--- config.mk ---
export PLATFORM = sky130hd
export DESIGN_NAME = multi_axis_dda_step_generator
export DESIGN_NICKNAME = d
export VERILOG_FILES = /design/src/hw/rtl/mdsg_pkg.sv /design/src/hw/rtl/mdsg_axis.sv /design/src/hw/rtl/multi_axis_dda_step_generator.sv
export SDC_FILE = /design/constraint.sdc
export NUM_CORES = 2
export LEC_CHECK = 0
export ABC_AREA = 1
export BUFFER_PORTS_ARGS = -buffer_cell sky130_fd_sc_hd__clkbuf_2
export CAP_MARGIN = 5
export CORE_MARGIN = 2
export CORE_UTILIZATION = 54
export DETAILED_ROUTE_END_ITERATION = 10
export PLACE_DENSITY = 0.73
export SYNTH_ARGS = -nofsm -noshare
export SYNTH_HDL_FRONTEND = slang
export SYNTH_SLANG_ARGS = --single-unit
--- constraint.sdc ---
create_clock -name clk -period 9.1 [get_ports clk]
set_input_delay 2.275 -clock clk [delete_from_list [all_inputs] [get_ports clk]]
set_output_delay 2.275 -clock clk [all_outputs]
set_load 0.02 [all_outputs]
--- src/hw/rtl/mdsg_pkg.sv ---
package mdsg_pkg;

  // Defaults for the top-level parameters.
  localparam int unsigned AXES_DEFAULT      = 3;
  localparam int unsigned TICK_BITS_DEFAULT = 20;

  // Fixed field widths.
  localparam int unsigned MOD_W  = 31;
  localparam int unsigned INC_W  = 31;
  localparam int unsigned ACC_W  = 33;
  localparam int unsigned MASK_W = 3;

  // Request codes carried in tuser.
  localparam logic ACTION_TICK = 1'b0;
  localparam logic ACTION_LOAD = 1'b1;
  localparam logic KIND_LINE   = 1'b0;
  localparam logic KIND_DWELL  = 1'b1;

  // Per-tick control from the top level to every axis.
  typedef struct packed {
    logic do_tick;
    logic do_line_load;
  } mdsg_axis_ctl_t;

endpackage

--- src/hw/rtl/mdsg_axis.sv ---
module mdsg_axis
  import mdsg_pkg::*;
(
  input  logic                 clk,
  input  logic                 rst,
  input  mdsg_axis_ctl_t       ctl,
  input  logic [MOD_W-1:0]     modulus,
  input  logic [INC_W-1:0]     load_inc,
  input  logic                 load_fwd,
  output logic                 step,
  output logic                 dir_next
);

  logic [INC_W-1:0] inc;
  logic [ACC_W-1:0] acc;
  logic             dir;

  logic [ACC_W-1:0] acc_next;
  logic [INC_W-1:0] inc_next;
  logic [ACC_W-1:0] sum;
  logic [ACC_W-1:0] mod_ext;
  logic             reflect;

  assign mod_ext = {{(ACC_W-MOD_W){1'b0}}, modulus};
  assign sum     = acc + {{(ACC_W-INC_W){1'b0}}, inc};
  assign reflect = (load_inc != '0) && (load_fwd != dir);

  always_comb begin
    acc_next = acc;
    inc_next = inc;
    dir_next = dir;
    step     = 1'b0;
    if (ctl.do_tick) begin
      // A strictly positive sum issues a step and wraps by the modulus.
      step     = (sum != '0) && !sum[ACC_W-1];
      acc_next = step ? (sum - mod_ext) : sum;
    end else if (ctl.do_line_load) begin
      inc_next = load_inc;
      if (reflect) begin
        dir_next = load_fwd;
        acc_next = '0 - (mod_ext + acc);
      end
    end
  end

  always_ff @(posedge clk) begin
    if (rst) begin
      inc <= '0;
      acc <= '0;
      dir <= 1'b0;
    end else begin
      inc <= inc_next;
      acc <= acc_next;
      dir <= dir_next;
    end
  end

endmodule

--- src/hw/rtl/multi_axis_dda_step_generator.sv ---
// A request is accepted into the input register, and its result is then written into the
// result register, from which it is offered on m_tdata.
// Throughput: one request per cycle; the per-axis accumulate, compare and modulus
// subtract sit between the input and result registers. A held result stalls the input.
// Reset (rst, synchronous): empties both register stages and clears the tick downcount, the
// modulus, and every axis increment, accumulator and direction.
module multi_axis_dda_step_generator
  import mdsg_pkg::*;
#(
  parameter int unsigned AXES      = AXES_DEFAULT,
  parameter int unsigned TICK_BITS = TICK_BITS_DEFAULT,
  localparam int unsigned IN_BITS  = TICK_BITS + MOD_W + (INC_W + 1) * AXES,
  localparam int unsigned IN_W     = ((IN_BITS + 7) / 8) * 8
)(
  input  logic            clk,
  input  logic            rst,
  input  logic            s_tvalid,
  output logic            s_tready,
  // segment_ticks, ticks_times_substeps, axis increments, axis forward bits, zero pad
  input  logic [IN_W-1:0] s_tdata,
  // action, move_kind
  input  logic [1:0]      s_tuser,
  output logic            m_tvalid,
  input  logic            m_tready,
  // step_mask[2:0], dir_levels[5:3], busy_res[6], load_accepted[7]
  output logic [7:0]      m_tdata
);

  localparam int unsigned MOD_LO = TICK_BITS;
  localparam int unsigned INC_LO = TICK_BITS + MOD_W;
  localparam int unsigned FWD_LO = INC_LO + INC_W * AXES;

  // Input register.
  logic                 in_valid;
  logic                 in_action;
  logic                 in_kind;
  logic [TICK_BITS-1:0] in_ticks;
  logic [MOD_W-1:0]     in_mod;
  logic [INC_W-1:0]     in_inc [AXES];
  logic [AXES-1:0]      in_fwd;

  // Shared state.
  logic [TICK_BITS-1:0] downcount;
  logic [TICK_BITS-1:0] downcount_next;
  logic [MOD_W-1:0]     modulus;
  logic [MOD_W-1:0]     modulus_next;

  // Result register.
  logic                 out_valid;
  logic [MASK_W-1:0]    out_steps;
  logic [MASK_W-1:0]    out_dirs;
  logic                 out_busy;
  logic                 out_loaded;

  logic                 advance;
  logic                 do_load;
  logic                 do_tick;
  mdsg_axis_ctl_t       axis_ctl;
  logic [AXES-1:0]      steps;
  logic [AXES-1:0]      dirs_next;
  logic [MASK_W-1:0]    steps_mask;
  logic [MASK_W-1:0]    dirs_mask;

  assign advance  = in_valid && (!out_valid || m_tready);
  assign s_tready = !in_valid || advance;
  assign do_load  = advance && (in_action == ACTION_LOAD) && (downcount == '0);
  assign do_tick  = advance && (in_action == ACTION_TICK) && (downcount != '0);

  assign axis_ctl.do_tick      = do_tick;
  assign axis_ctl.do_line_load = do_load && (in_kind == KIND_LINE);

  always_comb begin
    downcount_next = downcount;
    modulus_next   = modulus;
    if (do_load) begin
      downcount_next = in_ticks;
      if (in_kind == KIND_LINE) begin
        modulus_next = in_mod;
      end
    end else if (do_tick) begin
      downcount_next = downcount - 1'b1;
    end
  end

  // Each axis gets modulus_next: on a tick it equals the stored modulus, and on a line
  // load it is the new value that the reflection needs.
  for (genvar i = 0; i < AXES; i++) begin : g_axis
    mdsg_axis u_axis (
      .clk      (clk),
      .rst      (rst),
      .ctl      (axis_ctl),
      .modulus  (modulus_next),
      .load_inc (in_inc[i]),
      .load_fwd (in_fwd[i]),
      .step     (steps[i]),
      .dir_next (dirs_next[i])
    );
  end

  // The result masks carry the low axes only and read zero above AXES.
  for (genvar k = 0; k < MASK_W; k++) begin : g_mask
    if (k < AXES) begin : g_used
      assign steps_mask[k] = steps[k];
      assign dirs_mask[k]  = dirs_next[k];
    end else begin : g_unused
      assign steps_mask[k] = 1'b0;
      assign dirs_mask[k]  = 1'b0;
    end
  end

  always_ff @(posedge clk) begin
    if (rst) begin
      in_valid  <= 1'b0;
      out_valid <= 1'b0;
      downcount <= '0;
      modulus   <= '0;
    end else begin
      if (s_tvalid && s_tready) begin
        in_valid <= 1'b1;
      end else if (advance) begin
        in_valid <= 1'b0;
      end
      if (advance) begin
        out_valid <= 1'b1;
      end else if (m_tready) begin
        out_valid <= 1'b0;
      end
      downcount <= downcount_next;
      modulus   <= modulus_next;
    end
  end

  always_ff @(posedge clk) begin
    if (s_tvalid && s_tready) begin
      in_action <= s_tuser[0];
      in_kind   <= s_tuser[1];
      in_ticks  <= s_tdata[TICK_BITS-1:0];
      in_mod    <= s_tdata[MOD_LO +: MOD_W];
      for (int j = 0; j < AXES; j++) begin
        in_inc[j] <= s_tdata[INC_LO + INC_W * j +: INC_W];
      end
      in_fwd    <= s_tdata[FWD_LO +: AXES];
    end
    if (advance) begin
      out_steps  <= steps_mask;
      out_dirs   <= dirs_mask;
      out_busy   <= (downcount_next != '0);
      out_loaded <= do_load;
    end
  end

  assign m_tvalid = out_valid;
  assign m_tdata  = {out_loaded, out_busy, out_dirs, out_steps};

  // A request never both loads a segment and issues steps.
  assert property (@(posedge clk) disable iff (rst)
    out_valid |-> !(out_loaded && (out_steps != '0)))
    else $error("result reports a load together with steps");

  // An accepted load sets the downcount to the requested tick count.
  assert property (@(posedge clk) disable iff (rst)
    do_load |=> (downcount == $past(in_ticks)))
    else $error("downcount not set by segment load");

  // A working tick lowers the downcount by exactly one.
  assert property (@(posedge clk) disable iff (rst)
    do_tick |=> (downcount == $past(downcount) - 1'b1))
    else $error("downcount not decremented on tick");

  // Steps appear only in a result whose request was a working tick.
  assert property (@(posedge clk) disable iff (rst)
    (advance && !do_tick) |=> (out_steps == '0))
    else $error("steps issued without a working tick");

endmodule

==> results.json <==
{
  "grt.total_usage_pct": 32.6,
  "cp-end-kind": "register",
  "synthFlopType": "dfxtp_1",
  "holdCritStartpoint": "in_inc[0][83]",
  "cts_tree": "yes",
  "first_pass_iters": 6,
  "synth_compound_area_share_pct": 14.6,
  "clock_skew_ns": 0.0401,
  "cp-start-kind": "input port",
  "worstPathRequired_ns": 9.61,
  "finalNonFillerCells": 6692,
  "critical_path.max_fanout": 26,
  "cp.arrival_ns": 7.10,
  "drv_cap": 0,
  "fmax_mhz": 152,
  "gp_congestion": 0.998,
  "worstSetupStartpoint": "m_tready",
  "grt_pass1_vias": 34193,
  "slew_violations": 0,
  "clk_pin_slew_ns": 0.06,
  "yosysSeqAreaShare_pct": 26.4,
  "die_h_um": 265,
  "status": "completed",
  "cts_resized": 0,
  "drt_wl_total_um": 116000,
  "synth-edff-count": 157,
  "synth_area_um2": 36700,
  "place_ws_ns": 1.99,
  "setup_viol_count_final": 0,
  "vias_per_cell": 5.55,
  "drcViolationCount": 0,
  "post-cts-setup-buffers": 0,
  "period_minus_slack_ns": 6.59,
  "synthArstFlopShare_pct": 0,
  "postRouteAntennaNets": 0,
  "dieArea_um2": 70000,
  "routedWlPerCell_um": 17.4,
  "row_count": 95,
  "portBuffers": 162,
  "ios": 168,
  "initial_core_util_pct": 54.6,
  "overflow": 0,
  "dpl.hpwl_um": 91100,
  "r2r_slack_ns": 3.54,
  "synthesis.instances": 5663,
  "synth_fa_ha_area_share_pct": 13.3,
  "grt_max_degree": 125,
  "fin_ws_ns": 2.51,
  "drtIter0Drc": 3114,
  "worstMarginPinSlew_ns": 1.15,
  "drive_above_1_share_pct": 6.19,
  "die-width_um": 265,
  "fin_tns_setup_ns": 0,
  "placed_cells": 6601,
  "synth.ff_latch_count": 405,
  "min_period_over_period_pct": 72.4,
  "coreArea_um2": 67200,
  "worstHoldPathCells": 2,
  "htree_num_levels": 2,
  "crit_type": "input port to register",
  "holdPathEnd": "g_axis[2].u_axis.inc[21]",
  "cts.sinks": 405,
  "min_path_type": "register to register",
  "synth-simple-area-share_pct": 30.9,
  "grt_antenna_before_repair": 3,
  "nNetsFinal": 6319,
  "hold_viol": 0,
  "avgSynthCellArea_um2": 6.47,
  "synthXorXnorAreaFrac_pct": 3.87,
  "area_growth_pct": 8.88,
  "clockBufferDepth": 3,
  "rr_worst_depth": 27,
  "ctsHoldBuffers": 0,
  "relSlewSlack_pct": 23.1,
  "r2r_end": "g_axis[2].u_axis.acc[31]",
  "fill_cells": 6553,
  "rsz0062_at_grt": "no",
  "ys_types": 64,
  "grt_pass1_wl_um": 180000,
  "num_vias": 37146,
  "synth_warnings": 0,
  "cts_buffers": 48,
  "r2r-start": "downcount[0]",
  "insertion_delay_ns": 0.63,
  "final_core_util_pct": 59.4,
  "synthMuxAreaShare_pct": 0,
  "synth_top_family_by_area": "simple AND/OR/NAND/NOR gates",
  "clock-root-buffer": "clkbuf_16",
  "syn_nets": 6204
}
-- per-layer routing --
metal,wire length (um),global-route usage [%],up-vias
met5,13,0,-
met4,6940,17.7,2
met3,8710,4.38,315
met2,51700,53.1,1375
met1,49100,41.9,16716
li1,-,-,18738
-- per-stage QoR --
stage,hold WS [ns],area (um2)
CTS,0.501,39900
finish,0.496,39900
floorplan,0.474,36700
global route,0.528,39900
global placement,0.485,38200
detailed placement,0.492,38200
-- Yosys cell counts, types with 28 or more instances --
cell type	count	share of area, %
o21ai_0	390	5.3
inv_1	891	9.1
nor4_1	40	0.68
dfxtp_1	248	14
nand2_1	1390	14
nor2_1	680	7.0
ha_1	374	13
xor2_1	95	2.3
nand4_1	62	1.1
xnor2_1	54	1.3
a21o_1	37	0.76
edfxtp_1	157	13
nand3_1	384	5.2
nor3_1	45	0.61
a21oi_1	425	5.8
o21bai_1	28	0.57
clkbuf_1	75	0.77
-- cell usage in the layout, fill, tap and decap left out, drive strengths merged, types with 5 or more instances in the layout --
cell type  count
dfxtp        248
clkbuf       215
a221oi         8
a21oi        429
nand3        393
edfxtp       157
a21boi        13
bufinv         9
nor4          40
or2           17
nor3          48
xnor2         55
clkinv        19
a21o          37
o31ai          5
and2          12
nand3b        23
nand2       1406
o211ai        10
xor2         101
a31oi         21
fa             9
o221ai         5
buf           22
inv          908
o21bai        28
o21a          11
nand4         62
a211oi         8
o21ai        406
nor2         699
ha           374
-- cell type report --
| type | count | area (um2) | share of cell area, % |
|---|---|---|---|
| well taps | 873 | 1090 | 2.74 |
| clock inverters | 37 | 520 | 1.30 |
| flip-flops and latches | 405 | 9680 | 24.2 |
| multi-input cells | 4236 | 23000 | 57.6 |
| clock buffers | 53 | 1240 | 3.11 |
| repair buffers | 184 | 988 | 2.48 |
| inverters | 903 | 3400 | 8.52 |
| diodes | 1 | 2.50 | 0.00627 |
-- worst max path at each step --
stage,endpoint,slack [ns],cells after the start
final,g_axis[2].u_axis.acc[31],2.51,26
after global routing,g_axis[1].u_axis.acc[30],1.99,26
after CTS,g_axis[1].u_axis.acc[30],2.60,25
after detailed placement,g_axis[2].u_axis.acc[31],1.99,25
after global placement,g_axis[2].u_axis.acc[31],2.02,25
after floorplan,in_action,3.08,4
-- registers in the layout, indices dropped and copies added (netlist names), 3 cells and up --
register and cells:
g_axis.u_axis.acc 99, in_fwd 3, out_dirs 3, modulus 31, g_axis.u_axis.dir 3, downcount 20, out_steps 3, g_axis.u_axis.inc 93
in_mod 31, in_ticks 20, in_inc 93
-- worst max-delay path, cell delays in order --
cell	delay [ns]
clkbuf_2	0.08
inv_1	0.04
nand2_1	0.07
nand2_1	0.16
nor2_1	0.16
nand3_2	0.15
nor2_4	0.25
buf_4	0.38
nand2_1	0.09
nand2_1	0.08
inv_1	0.20
ha_1	0.39
inv_1	0.05
fa_1	0.41
o21ai_1	0.25
a21oi_1	0.19
o21ai_1	0.37
a21oi_1	0.17
o21ai_0	0.61
nand3_1	0.24
nand2_1	0.12
nand2_1	0.05
nand3_1	0.06
nand3_1	0.12
nand2_1	0.09
inv_1	0.04
-- kinds of logic (layout without fill, tap and decap cells) --
family | Yosys count | after routing
DFF | 405 | 405
adders and majority gates | 383 | 383
other | 0 | 1
xor gates and xnor gates | 156 | 156
AOI/OAI and AO/OA | 989 | 989
buffers and inverters | 1022 | 1177
and+or+nand+nor | 2708 | 2708
Power is not shown: default switching activity piles up to over one toggle a cycle in this logic, so the estimate is an artifact.
